$ cat src/ids_pkg.sv
// Shared constants, types and controller/datapath command structs for the dominator sets unit.
`default_nettype none

package ids_pkg;

    localparam int MAX_NODES = 32;
    localparam int NODE_W    = 6;
    localparam int OUT_MASK_W = 32;
    localparam int MASK_W    = MAX_NODES;
    localparam int IDX_W     = $clog2(MAX_NODES);
    localparam int CNT_W     = $clog2(MAX_NODES + 1);

    typedef logic [NODE_W-1:0] node_t;
    typedef logic [MASK_W-1:0] mask_t;
    typedef logic [CNT_W-1:0]  cnt_t;
    typedef logic [IDX_W-1:0]  idx_t;

    typedef enum logic [3:0] {
        S_IDLE,
        S_START,
        S_INIT,
        S_PASS,
        S_NODE,
        S_SWEEP,
        S_DRAIN,
        S_WRITE,
        S_EMIT_START,
        S_EMIT_RD,
        S_EMIT_LD,
        S_EMIT_WAIT,
        S_CLEAR
    } ids_state_t;

    typedef enum logic [3:0] {
        OP_NONE,
        OP_LOAD,
        OP_INIT_BEGIN,
        OP_INIT_WRITE,
        OP_PASS_BEGIN,
        OP_NODE_BEGIN,
        OP_SWEEP,
        OP_DRAIN,
        OP_NODE_WRITE,
        OP_EMIT_BEGIN,
        OP_EMIT_READ,
        OP_EMIT_CAPTURE,
        OP_EMIT_NEXT,
        OP_CLEAR
    } ids_op_t;

    typedef struct packed {
        ids_op_t op;
    } ids_cmd_t;

    typedef struct packed {
        logic count_zero;
        logic count_one;
        logic k_last;
        logic p_last;
        logic pass_changed;
    } ids_status_t;

endpackage

`default_nettype wire

$ cat src/ids_if.sv
// Valid/ready channel interfaces for edge input and dominator result output.
`default_nettype none

interface ids_edge_if import ids_pkg::*; ();
    logic  valid;
    logic  ready;
    node_t edge_source;
    node_t edge_target;
    logic  last_edge;

    modport source (output valid, edge_source, edge_target, last_edge, input ready);
    modport sink   (input valid, edge_source, edge_target, last_edge, output ready);
endinterface

interface ids_result_if import ids_pkg::*; ();
    logic                  valid;
    logic                  ready;
    node_t                 node_number;
    logic [OUT_MASK_W-1:0] dominator_mask;
    logic                  last_node;

    modport source (output valid, node_number, dominator_mask, last_node, input ready);
    modport sink   (input valid, node_number, dominator_mask, last_node, output ready);
endinterface

`default_nettype wire

$ cat src/iterative_dominator_sets_unit.sv
// Top level of the iterative dominator sets unit: controller plus datapath.
//
//   channel   modport   payload                                   role
//   edges     sink      edge_source, edge_target, last_edge       graph edges in
//   results   source    node_number, dominator_mask, last_node    one set per node out
//
// Edges load one per cycle. After the last edge, with N the highest node number:
// a start state checks for an empty graph (which goes straight to the clear state),
// init writes the sets of nodes 1..N, each pass over nodes 2..N reads the sets
// through the single read port of the dominator set RAM, repeated until a pass changes
// nothing (no pass when N is 1); emission opens with a start state, each result is then
// read, captured and held until taken, and a clear state ends the run.
// Reset clears control state and the predecessor matrix at once; no clearing pass.
// A result is held in the output register while results.ready is low.
`default_nettype none

module iterative_dominator_sets_unit import ids_pkg::*; (
    input  wire logic   clk,
    input  wire logic   rst_n,
    ids_edge_if.sink    edges,
    ids_result_if.source results
);

    ids_cmd_t    cmd;
    ids_status_t status;

    ids_ctrl u_ctrl (
        .clk       (clk),
        .rst_n     (rst_n),
        .in_valid  (edges.valid),
        .in_last   (edges.last_edge),
        .in_ready  (edges.ready),
        .out_valid (results.valid),
        .out_ready (results.ready),
        .status    (status),
        .cmd       (cmd)
    );

    ids_datapath u_datapath (
        .clk            (clk),
        .rst_n          (rst_n),
        .cmd            (cmd),
        .status         (status),
        .edge_source    (edges.edge_source),
        .edge_target    (edges.edge_target),
        .node_number    (results.node_number),
        .dominator_mask (results.dominator_mask),
        .last_node      (results.last_node)
    );

    a_no_overlap: assert property (@(posedge clk) disable iff (!rst_n)
        !(edges.ready && results.valid))
        else $error("edge input open while a result is pending");

    a_last_edge_stops: assert property (@(posedge clk) disable iff (!rst_n)
        (edges.valid && edges.ready && edges.last_edge) |=> !edges.ready)
        else $error("input still ready after the last edge");

    a_last_result_ends: assert property (@(posedge clk) disable iff (!rst_n)
        (results.valid && results.ready && results.last_node) |=>
            (!results.valid && !edges.ready))
        else $error("emission did not stop after the last result");

    a_node_nonzero: assert property (@(posedge clk) disable iff (!rst_n)
        results.valid |-> (results.node_number != '0))
        else $error("result carries node number zero");

endmodule

`default_nettype wire

$ cat src/ids_ram.sv
// Generic single write port, single read port RAM with registered read data.
`default_nettype none

module ids_ram #(
    parameter int WIDTH = 32,
    parameter int DEPTH = 32
) (
    input  wire logic                     clk,
    input  wire logic                     we,
    input  wire logic [$clog2(DEPTH)-1:0] waddr,
    input  wire logic [WIDTH-1:0]         wdata,
    input  wire logic [$clog2(DEPTH)-1:0] raddr,
    output logic      [WIDTH-1:0]         rdata
);

    logic [WIDTH-1:0] mem [DEPTH];

    always_ff @(posedge clk)
    begin
        if (we)
        begin
            mem[waddr] <= wdata;
        end
        rdata <= mem[raddr];
    end

endmodule

`default_nettype wire

$ cat src/ids_ctrl.sv
// Controller state machine: edge loading, fixed-point sequencing and result emission.
`default_nettype none

module ids_ctrl import ids_pkg::*; (
    input  wire logic        clk,
    input  wire logic        rst_n,
    input  wire logic        in_valid,
    input  wire logic        in_last,
    output logic             in_ready,
    output logic             out_valid,
    input  wire logic        out_ready,
    input  wire ids_status_t status,
    output ids_cmd_t         cmd
);

    ids_state_t state_reg;
    ids_state_t state_next;

    always_ff @(posedge clk or negedge rst_n)
    begin
        if (!rst_n)
        begin
            state_reg <= S_IDLE;
        end
        else
        begin
            state_reg <= state_next;
        end
    end

    always_comb
    begin
        state_next = state_reg;
        cmd.op     = OP_NONE;
        in_ready   = 1'b0;
        out_valid  = 1'b0;
        case (state_reg)
            S_IDLE:
            begin
                in_ready = 1'b1;
                if (in_valid)
                begin
                    cmd.op = OP_LOAD;
                    if (in_last)
                    begin
                        state_next = S_START;
                    end
                end
            end
            S_START:
            begin
                if (status.count_zero)
                begin
                    state_next = S_CLEAR;
                end
                else
                begin
                    cmd.op     = OP_INIT_BEGIN;
                    state_next = S_INIT;
                end
            end
            S_INIT:
            begin
                cmd.op = OP_INIT_WRITE;
                if (status.k_last)
                begin
                    state_next = status.count_one ? S_EMIT_START : S_PASS;
                end
            end
            S_PASS:
            begin
                cmd.op     = OP_PASS_BEGIN;
                state_next = S_NODE;
            end
            S_NODE:
            begin
                cmd.op     = OP_NODE_BEGIN;
                state_next = S_SWEEP;
            end
            S_SWEEP:
            begin
                cmd.op = OP_SWEEP;
                if (status.p_last)
                begin
                    state_next = S_DRAIN;
                end
            end
            S_DRAIN:
            begin
                cmd.op     = OP_DRAIN;
                state_next = S_WRITE;
            end
            S_WRITE:
            begin
                cmd.op = OP_NODE_WRITE;
                if (!status.k_last)
                begin
                    state_next = S_NODE;
                end
                else if (status.pass_changed)
                begin
                    state_next = S_PASS;
                end
                else
                begin
                    state_next = S_EMIT_START;
                end
            end
            S_EMIT_START:
            begin
                cmd.op     = OP_EMIT_BEGIN;
                state_next = S_EMIT_RD;
            end
            S_EMIT_RD:
            begin
                cmd.op     = OP_EMIT_READ;
                state_next = S_EMIT_LD;
            end
            S_EMIT_LD:
            begin
                cmd.op     = OP_EMIT_CAPTURE;
                state_next = S_EMIT_WAIT;
            end
            S_EMIT_WAIT:
            begin
                out_valid = 1'b1;
                if (out_ready)
                begin
                    if (status.k_last)
                    begin
                        state_next = S_CLEAR;
                    end
                    else
                    begin
                        cmd.op     = OP_EMIT_NEXT;
                        state_next = S_EMIT_RD;
                    end
                end
            end
            S_CLEAR:
            begin
                cmd.op     = OP_CLEAR;
                state_next = S_IDLE;
            end
            default:
            begin
                state_next = S_IDLE;
            end
        endcase
    end

endmodule

`default_nettype wire

$ cat src/ids_datapath.sv
// Datapath: predecessor matrix, dominator set RAM, meet logic and result register.
`default_nettype none

module ids_datapath import ids_pkg::*; (
    input  wire logic                  clk,
    input  wire logic                  rst_n,
    input  wire ids_cmd_t              cmd,
    output ids_status_t                status,
    input  wire node_t                 edge_source,
    input  wire node_t                 edge_target,
    output node_t                      node_number,
    output logic [OUT_MASK_W-1:0]      dominator_mask,
    output logic                       last_node
);

    logic [MAX_NODES-1:0][MASK_W-1:0] pred_reg;
    cnt_t                             highest_reg;
    cnt_t                             k_reg;
    cnt_t                             p_reg;
    cnt_t                             pq_reg;
    logic                             pq_valid_reg;
    logic                             changed_reg;
    mask_t                            meet_reg;
    mask_t                            old_reg;
    node_t                            node_reg;
    logic [OUT_MASK_W-1:0]            mask_reg;
    logic                             last_reg;

    logic                  edge_ok;
    cnt_t                  src_c;
    cnt_t                  dst_c;
    cnt_t                  highest_next;
    mask_t                 all_mask;
    mask_t                 preds;
    mask_t                 k_bit;
    mask_t                 final_set;
    logic                  differs;
    idx_t                  k_idx;
    idx_t                  pq_idx;
    logic                  ram_we;
    idx_t                  ram_waddr;
    mask_t                 ram_wdata;
    idx_t                  ram_raddr;
    mask_t                 ram_rdata;
    logic [OUT_MASK_W-1:0] mask_out;

    assign edge_ok = (edge_source != '0) && (int'(edge_source) <= MAX_NODES) &&
                     (edge_target != '0) && (int'(edge_target) <= MAX_NODES);
    assign src_c   = CNT_W'(edge_source);
    assign dst_c   = CNT_W'(edge_target);

    always_comb
    begin
        highest_next = highest_reg;
        if (src_c > highest_next)
        begin
            highest_next = src_c;
        end
        if (dst_c > highest_next)
        begin
            highest_next = dst_c;
        end
    end

    always_comb
    begin
        for (int b = 0; b < MASK_W; b++)
        begin
            all_mask[b] = (b < int'(highest_reg));
        end
    end

    assign k_idx     = IDX_W'(k_reg - cnt_t'(1));
    assign pq_idx    = IDX_W'(pq_reg - cnt_t'(1));
    assign preds     = pred_reg[k_idx] & all_mask;
    assign k_bit     = mask_t'(1) << k_idx;
    // a non-root node with no predecessors is dominated only by the root and itself
    assign final_set = ((preds == '0) ? mask_t'(1) : meet_reg) | k_bit;
    assign differs   = (final_set != old_reg);

    always_comb
    begin
        ram_we    = 1'b0;
        ram_waddr = k_idx;
        ram_wdata = final_set;
        case (cmd.op)
            OP_INIT_WRITE:
            begin
                ram_we    = 1'b1;
                ram_wdata = (k_reg == cnt_t'(1)) ? mask_t'(1) : all_mask;
            end
            OP_NODE_WRITE:
            begin
                ram_we = differs;
            end
            default:
            begin
                ram_we = 1'b0;
            end
        endcase
    end

    assign ram_raddr = (cmd.op == OP_EMIT_READ) ? k_idx : IDX_W'(p_reg - cnt_t'(1));

    ids_ram #(
        .WIDTH (MASK_W),
        .DEPTH (MAX_NODES)
    ) u_dom_ram (
        .clk   (clk),
        .we    (ram_we),
        .waddr (ram_waddr),
        .wdata (ram_wdata),
        .raddr (ram_raddr),
        .rdata (ram_rdata)
    );

    always_comb
    begin
        for (int b = 0; b < OUT_MASK_W; b++)
        begin
            mask_out[b] = (b < MASK_W) && ram_rdata[IDX_W'(b)];
        end
    end

    always_ff @(posedge clk or negedge rst_n)
    begin
        if (!rst_n)
        begin
            pred_reg     <= '0;
            highest_reg  <= '0;
            k_reg        <= '0;
            p_reg        <= '0;
            pq_reg       <= '0;
            pq_valid_reg <= 1'b0;
            changed_reg  <= 1'b0;
        end
        else
        begin
            case (cmd.op)
                OP_LOAD:
                begin
                    if (edge_ok)
                    begin
                        pred_reg[IDX_W'(edge_target - node_t'(1))]
                                [IDX_W'(edge_source - node_t'(1))] <= 1'b1;
                        highest_reg <= highest_next;
                    end
                end
                OP_INIT_BEGIN, OP_EMIT_BEGIN:
                begin
                    k_reg <= cnt_t'(1);
                end
                OP_INIT_WRITE, OP_EMIT_NEXT:
                begin
                    k_reg <= k_reg + cnt_t'(1);
                end
                OP_PASS_BEGIN:
                begin
                    changed_reg <= 1'b0;
                    k_reg       <= cnt_t'(2);
                end
                OP_NODE_BEGIN:
                begin
                    p_reg <= cnt_t'(1);
                end
                OP_SWEEP:
                begin
                    pq_reg       <= p_reg;
                    pq_valid_reg <= 1'b1;
                    p_reg        <= p_reg + cnt_t'(1);
                end
                OP_DRAIN:
                begin
                    pq_valid_reg <= 1'b0;
                end
                OP_NODE_WRITE:
                begin
                    if (differs)
                    begin
                        changed_reg <= 1'b1;
                    end
                    k_reg <= k_reg + cnt_t'(1);
                end
                OP_CLEAR:
                begin
                    pred_reg    <= '0;
                    highest_reg <= '0;
                end
                default:
                begin
                    k_reg <= k_reg;
                end
            endcase
        end
    end

    // fold in the registered RAM read of predecessor pq; grab the node's own old set on the way
    always_ff @(posedge clk)
    begin
        if (cmd.op == OP_NODE_BEGIN)
        begin
            meet_reg <= all_mask;
        end
        else if (pq_valid_reg && preds[pq_idx])
        begin
            meet_reg <= meet_reg & ram_rdata;
        end
        if (pq_valid_reg && (pq_reg == k_reg))
        begin
            old_reg <= ram_rdata;
        end
        if (cmd.op == OP_EMIT_CAPTURE)
        begin
            node_reg <= NODE_W'(k_reg);
            mask_reg <= mask_out;
            last_reg <= (k_reg == highest_reg);
        end
    end

    assign status.count_zero   = (highest_reg == '0);
    assign status.count_one    = (highest_reg == cnt_t'(1));
    assign status.k_last       = (k_reg == highest_reg);
    assign status.p_last       = (p_reg == highest_reg);
    assign status.pass_changed = changed_reg | differs;

    assign node_number    = node_reg;
    assign dominator_mask = mask_reg;
    assign last_node      = last_reg;

endmodule

`default_nettype wire
$ cat src/flat_wrapper.sv
// flat-port wrapper written by rule: the top's interface ports become plain ports
module iterative_dominator_sets_unit_flat import ids_pkg::*;
  (clk, rst_n, edges_valid, edges_edge_source, edges_edge_target, edges_last_edge, edges_ready, results_valid, results_node_number, results_dominator_mask, results_last_node, results_ready);
  ids_edge_if edges_i ();
  ids_result_if results_i ();
  input  wire logic clk;
  input  wire logic rst_n;
  input wire logic [$bits(edges_i.valid)-1:0] edges_valid;
  input wire logic [$bits(edges_i.edge_source)-1:0] edges_edge_source;
  input wire logic [$bits(edges_i.edge_target)-1:0] edges_edge_target;
  input wire logic [$bits(edges_i.last_edge)-1:0] edges_last_edge;
  output wire logic [$bits(edges_i.ready)-1:0] edges_ready;
  output wire logic [$bits(results_i.valid)-1:0] results_valid;
  output wire logic [$bits(results_i.node_number)-1:0] results_node_number;
  output wire logic [$bits(results_i.dominator_mask)-1:0] results_dominator_mask;
  output wire logic [$bits(results_i.last_node)-1:0] results_last_node;
  input wire logic [$bits(results_i.ready)-1:0] results_ready;
  assign edges_i.valid = edges_valid;
  assign edges_i.edge_source = edges_edge_source;
  assign edges_i.edge_target = edges_edge_target;
  assign edges_i.last_edge = edges_last_edge;
  assign edges_ready = edges_i.ready;
  assign results_valid = results_i.valid;
  assign results_node_number = results_i.node_number;
  assign results_dominator_mask = results_i.dominator_mask;
  assign results_last_node = results_i.last_node;
  assign results_i.ready = results_ready;
  iterative_dominator_sets_unit u_core (.clk(clk), .rst_n(rst_n), .edges(edges_i), .results(results_i));
endmodule
$ cat config.mk
export PLATFORM = sky130hd
export DESIGN_NAME = iterative_dominator_sets_unit_flat
export DESIGN_NICKNAME = d
export VERILOG_FILES = /design/src/ids_pkg.sv /design/src/ids_if.sv /design/src/iterative_dominator_sets_unit.sv /design/src/ids_ram.sv /design/src/ids_ctrl.sv /design/src/ids_datapath.sv /design/src/flat_wrapper.sv
export SDC_FILE = /design/constraint.sdc
export NUM_CORES = 2
export LEC_CHECK = 0
export BUFFER_PORTS_ARGS = -buffer_cell sky130_fd_sc_hd__buf_2
export CAP_MARGIN = 20
export CORE_AREA = 2 2 520 522
export DETAILED_ROUTE_END_ITERATION = 10
export DIE_AREA = 0 0 522 524
export PLACE_DENSITY = 0.49
export SETUP_SLACK_MARGIN = 0.02
export SKIP_CTS_REPAIR_TIMING = 1
export SYNTH_ARGS = -nofsm -noshare
export SYNTH_HDL_FRONTEND = slang
export SYNTH_SLANG_ARGS = --single-unit
$ cat constraint.sdc
create_clock -name clk -period 28.3 [get_ports clk]
set_clock_uncertainty 0.05 [all_clocks]
set_input_delay 0 -clock clk [delete_from_list [all_inputs] [get_ports clk]]
set_output_delay 0 -clock clk [all_outputs]
set_load 0.05 [all_outputs]
======== Word-level counts from Yosys, hierarchy flattened ========
Memory sizes are Yosys's and may differ from the RTL's. A register that Yosys moved wholly into a read port is not among the register bits.
Index checks and enable logic that the tools add are counted.
storage, ports and cells
  memories kept ........................... 1
  output and inout bits ................... 41
  bits of input ports ..................... 17
  register bits ........................... 1,141
  logic and storage cells ................. 207
  bits in writable memories ............... 1,024
operators by class
  order comparisons ....................... 42
  reductions and logical operators ........ 23
  shifts and indexed selects .............. 1
  eq/ne operators ......................... 38
  mux-type cells .......................... 46
  add/subtract/negate cells ............... 7
  bitwise gates (word level) .............. 5
memory list
  memory                           depth  bits a word  read ports  clocked after memory_dff  write ports  RTL line       text
  u_core.u_datapath.u_dom_ram.mem  32     32           1           1                         1            ids_ram.sv:16  logic [WIDTH-1:0] mem [DEPTH];
operator list
  kind                    number
  $pmux W1024 S2          1
  $mux W1024              1
  $or A1024 B1024 Y1024   1
  $mux W32                7
  $bmux W32 S5            1
  $demux W32 S5           1
  $lt A5 B6 Y1 const A    16
  $and A32 B32 Y32        2
  $pmux W4 S13            1
  $lt A4 B6 Y1 const A    8
  $pmux W4 S12            1
  $eq A4 B4 Y1 const B    11
  $mux W4                 11
  $eq A4 B3 Y1 const B    8
  $logic_not A32 Y1       1
  $ne A32 B32 Y1          1
  $or A32 B32 Y32         1
  $shl A1 B5 Y32 const A  1
  $sub A5 B1 Y5 const B   5
  $lt A3 B6 Y1 const A    4
  $lt A5 B6 Y1 const B    4
  $pmux W6 S2             2
  $eq A6 B6 Y1            3
  $mux W6                 3
  30 further kinds        67

======== Depth between registers and ports, before layout ========
  depth after elaboration ................. 12
  mapped depth ............................ 21
  depth with buffers taken out ............ 19

======== By module ========
A second synthesis with hierarchy kept.
unflattened totals
  cell total of the unflattened synthesis .. 7,439
  area total of the unflattened synthesis .. 93,626.0 um2
by module, submodules not included
  module        seq. area each (um2)  instances  area each (um2)  cells each
  ids_datapath  28,887.7              1          52,585.4         5,114
  ids_ram       31,390.1              1          40,487.6         2,260
  ids_ctrl      100.1                 1          553.0            65

======== Least setup slack after synthesis ========
Ideal clock, no wire load.
  kind .................................... reg2reg
  start ................................... register u_core.u_datapath.k_reg[0]
  end ..................................... memory u_core.u_datapath.u_dom_ram.mem[26][0], enable pin
  path buffers ............................ 5
  required time ........................... 27.655 ns
  clock period less this slack ............ 9.904 ns
  stages on the path, launching flop included .. 19
  slack ................................... 18.396 ns
  library setup time ...................... 0.595 ns
  arrival time ............................ 9.260 ns
  cell sequence ........................... dfrtp_1 buf_6 buf_6 buf_4 inv_2 ha_1 ha_1 buf_1 buf_1 mux4_2 mux2i_1 nor2_1 nor3_2 o2111ai_1 nor4_4 a21boi_1 o22ai_2 o211ai_2 a2111oi_0
between the ends
  word-level cells in the longest chain between the ends .. 11
  elaborated cells on any way between the ends .. 18
  classes of those cells .................. 1 x add/sub; 4 x eq/ne; 1 x shift; 9 x mux; 2 x bitwise; 1 x reduce/logical
ends and longest elaborated chain
  item                            RTL line             text
  from (decl)                     ids_datapath.sv:18   cnt_t k_reg;
  from (signal assigned)          ids_datapath.sv:151  k_reg <= cnt_t'(1);
  from (signal assigned)          ids_datapath.sv:155  k_reg <= k_reg + cnt_t'(1);
  from (signal assigned)          ids_datapath.sv:160  k_reg <= cnt_t'(2);
  $sub A5 B1 Y5                   ids_datapath.sv:73   assign k_idx = IDX_W'(k_reg - cnt_t'(1));
  $bmux W32 S5                    ids_datapath.sv:75   assign preds = pred_reg[k_idx] & all_mask;
  $mux W32 (implied by the code)  ids_datapath.sv:75
  $and A32 B32 Y32                ids_datapath.sv:75
  $logic_not A32 Y1               ids_datapath.sv:78   assign final_set = ((preds == '0) ? mask_t'(1) : meet_reg) | k_bit;
  $mux W32                        ids_datapath.sv:78
  $or A32 B32 Y32                 ids_datapath.sv:78
  $ne A32 B32 Y1                  ids_datapath.sv:79   assign differs = (final_set != old_reg);
  $pmux W1 S2                     ids_datapath.sv:86   case (cmd.op)
  $mux W1                         ids_ram.sv:20        if (we)
  $mux W1 (implied by the code)   ids_ram.sv:22        mem[waddr] <= wdata;
  to (decl)                       ids_ram.sv:16
Several ways; a longest one is shown, not always the timed one. The select of a mux whose other input is x is not followed.

======== Final worst setup path ========
  start ................................... register u_core.u_datapath.k_reg[0]
  end ..................................... memory u_core.u_datapath.u_dom_ram.mem[25][4], enable pin
Same word-level chain as after synthesis.

==> out/metrics.cfg <==
[die]
core_sq_mm = 0.267
fp-row-count = 190
start_util = 0.349
dieArea_sq_mm = 0.274
fp.dieH_um = 524
boundaryPins = 58
die_x_um = 522

[drt]
drt_iter0_drc = 6272
remaining_drc_errors = 0
drtAntennaViolNets = 0
wl_um = 315000
wl_per_cell_um = 29.2
vias = 60944
viasPerCell = 5.64
drt-pass1-iter-count = 7

[worst_setup_path]
worstPathArrival_ns = 9.54
cpMaxStageDelayCell = a2111oi_4
path_delay_family = buffers and inverters
worstSetupPathType = flip-flop to flip-flop
critPathMostFrequentCell = buf_4
crit_path_max_fanout = 39
worstReg2RegStart = u_core.u_datapath.k_reg[0]
crit_path_cell_trace = inv_2 -> ha_4 -> ha_4 -> buf_4 -> nor2b_4 -> buf_4 -> a22oi_1 -> nand3_1 -> nand2_1 -> nor3_2 -> o2111ai_1 -> nor4_4 -> a21boi_1 -> o22ai_2 -> o211ai_4 -> buf_4 -> a2111oi_4 -> buf_4
end_kind = flip-flop
critPathBufInv = 5
r2r_end = u_core.u_datapath.u_dom_ram.mem[25][4]
crit_path_max_incr_delay_ns = 1.05
r2r.worst_path.cells = 18
r2r_slack_ns = 19.24
crit_required_ns = 28.78
cp-start-kind = flip-flop

[synth]
synth.cell_area_sq_mm = 0.0935
ys_top_cells_by_count = 1,111 x edfxtp_1, 1,054 x dfrtp_1, 774 x nand2_1
yosysTopAreaCellShare = 0.357
yosys_register_bits = 2197
synth_cell_types = 87
synth_cells = 7114
yosys_warnings = 0
yosysMostFrequentCell = edfxtp_1
avgSynthCellArea_sq_um = 13.1
synth_edf_count = 1111
yosysTopAreaCell = edfxtp_1
async_reset_ff_frac = 0.480
yosys_most_used_dff = edfxtp_1
yosysSeqAreaShare = 0.646
netlist_top_cells_area = edfxtp_1 36%, dfrtp_1 28%, mux4_2 8.3%, mux2i_1 4.5%, o21ai_0 3.7%

[cells_and_area]
fin_util = 0.398
layout-drive-gt1-share = 0.166
num-fill-cells = 25103
instances_no_fill = 10814
design_area_sq_mm = 0.106
finalNetCount = 7112
area_growth_pct = 13.9

[sta]
tightest_slew_ns = 1.27
worst_slack_ns = 19.24
timing.final.crit_share = 0.320
rsz0062_at_grt = no
setup_tns_ns = 0
fmax_ghz = 0.110
finalSetupViolations = 0
relSlewSlack = 0.148
fin_hold_ws_ns = 0.00210
hold_violations = 0
slew_viol_final = 0
period_needed_ns = 9.06

[cts]
cts.htree.levels = 4
cts_root_buf = clkbuf_16
cts_tree = done
clock-sinks = 2197
insertion_delay_ns = 0.91
clkTransAtPathRegs_ns = 0.06
clk_path_buf_depth = 4
cts_buffers = 230

[global_routing]
grt.total_usage = 0.227
grt-ovfl-total = 0
grt_max_degree = 188
first_global_vias = 60961
antenna_found_initial = 13
grt_first_pass_wirelength_um = 452000

[place]
dp.cells = 10349
routabilityCongestion = 0.941
placed_area_sq_mm = 0.0985
dp_hpwl_um = 193000
dp_slack_ns = 19.45
io_buffers = 41

[hold_path]
hold_end = u_core.u_datapath.pred_reg[1007]
min_from = edges_edge_source[1]
min_delay_path_depth = 5
hold_path_class = input port to flip-flop

[status]
status = completed

[power_and_ir_drop]
p_leak_nw = 41.7
powerDensity_mw_per_mm2 = 120
vdd_drop_max_mv = 0.133
total_power_mw = 12.8

[job]
maxCapViolations = 0

worst register-to-register path, cell delays in order (launching register included):
cell and delay (ns):
dfrtp_4 0.86, inv_2 0.32, ha_4 0.29, ha_4 0.77, buf_4 0.66, nor2b_4 0.52
buf_4 0.53, a22oi_1 0.22, nand3_1 0.16, nand2_1 0.09, nor3_2 0.34, o2111ai_1 0.29
nor4_4 0.72, a21boi_1 0.21, o22ai_2 0.36, o211ai_4 0.12, buf_4 0.43, a2111oi_4 1.08
buf_4 0.62
layout make-up:
cell class / count / area (sq um) / area share
antenna: 2 / 5.00 / 0.0000470
tap: 3552 / 4440 / 0.0418
inverter: 57 / 214 / 0.00201
clock inverter: 111 / 1060 / 0.00997
sequential: 2197 / 60400 / 0.567
clock buffer: 309 / 6400 / 0.0602
multi-input combinational: 4285 / 31300 / 0.295
timing repair buffer: 301 / 2560 / 0.0241
cell usage in the layout, fill, tap and decap left out, types with 51 or more instances in the layout:
| master | n |
|---|---|
| nand3_1 | 106 |
| a21oi_1 | 507 |
| clkbuf_16 | 231 |
| mux4_2 | 346 |
| a22oi_1 | 155 |
| o21ai_0 | 693 |
| edfxtp_1 | 1111 |
| nor2_1 | 589 |
| mux2i_1 | 422 |
| nor3_1 | 51 |
| dfrtp_1 | 1053 |
| mux2_2 | 82 |
| inv_1 | 53 |
| buf_4 | 193 |
| nand2_1 | 768 |
worst max path at each step:
stage	cells past startpoint	start	to	slack (ns)
finish	18	u_core.u_datapath.k_reg[0]	u_core.u_datapath.u_dom_ram.mem[25][4]	19.24
global placement	18	u_core.u_datapath.k_reg[0]	u_core.u_datapath.u_dom_ram.mem[15][21]	19.58
floorplan	18	u_core.u_datapath.k_reg[0]	u_core.u_datapath.u_dom_ram.mem[26][0]	18.40
CTS	18	u_core.u_datapath.k_reg[0]	u_core.u_datapath.u_dom_ram.mem[25][4]	19.39
detailed placement	18	u_core.u_datapath.k_reg[0]	u_core.u_datapath.u_dom_ram.mem[25][5]	19.45
global route	18	u_core.u_datapath.k_reg[0]	u_core.u_datapath.u_dom_ram.mem[25][4]	18.98
cells by family after synthesis:
logic type	count (synthesis)	share of synthesized area
compound gates	1699	0.107
xor+xnor	33	0.00309
mux	852	0.139
flops	2197	0.646
fa+ha+maj	23	0.00308
buf+inv	647	0.0294
other cells	1	0.0000401
simple gates	1662	0.0729
where the power goes:
part	switching [mW]	internal, mW	leakage, nW	total [mW]
Clock	1.30	1.75	3.66	3.04
Sequential	0.363	4.31	23.4	4.67
Combinational	3.27	1.81	14.6	5.08
metal layers:
| metal | vias up | wire length (um) | global-route usage |
|---|---|---|---|
| li1 | 26242 | - | - |
| met1 | 31853 | 127000 | 0.292 |
| met2 | 2236 | 155000 | 0.383 |
| met3 | 611 | 18500 | 0.0330 |
| met4 | 2 | 15100 | 0.0973 |
| met5 | - | 15 | 0 |
(Power assumes the default switching activity.)
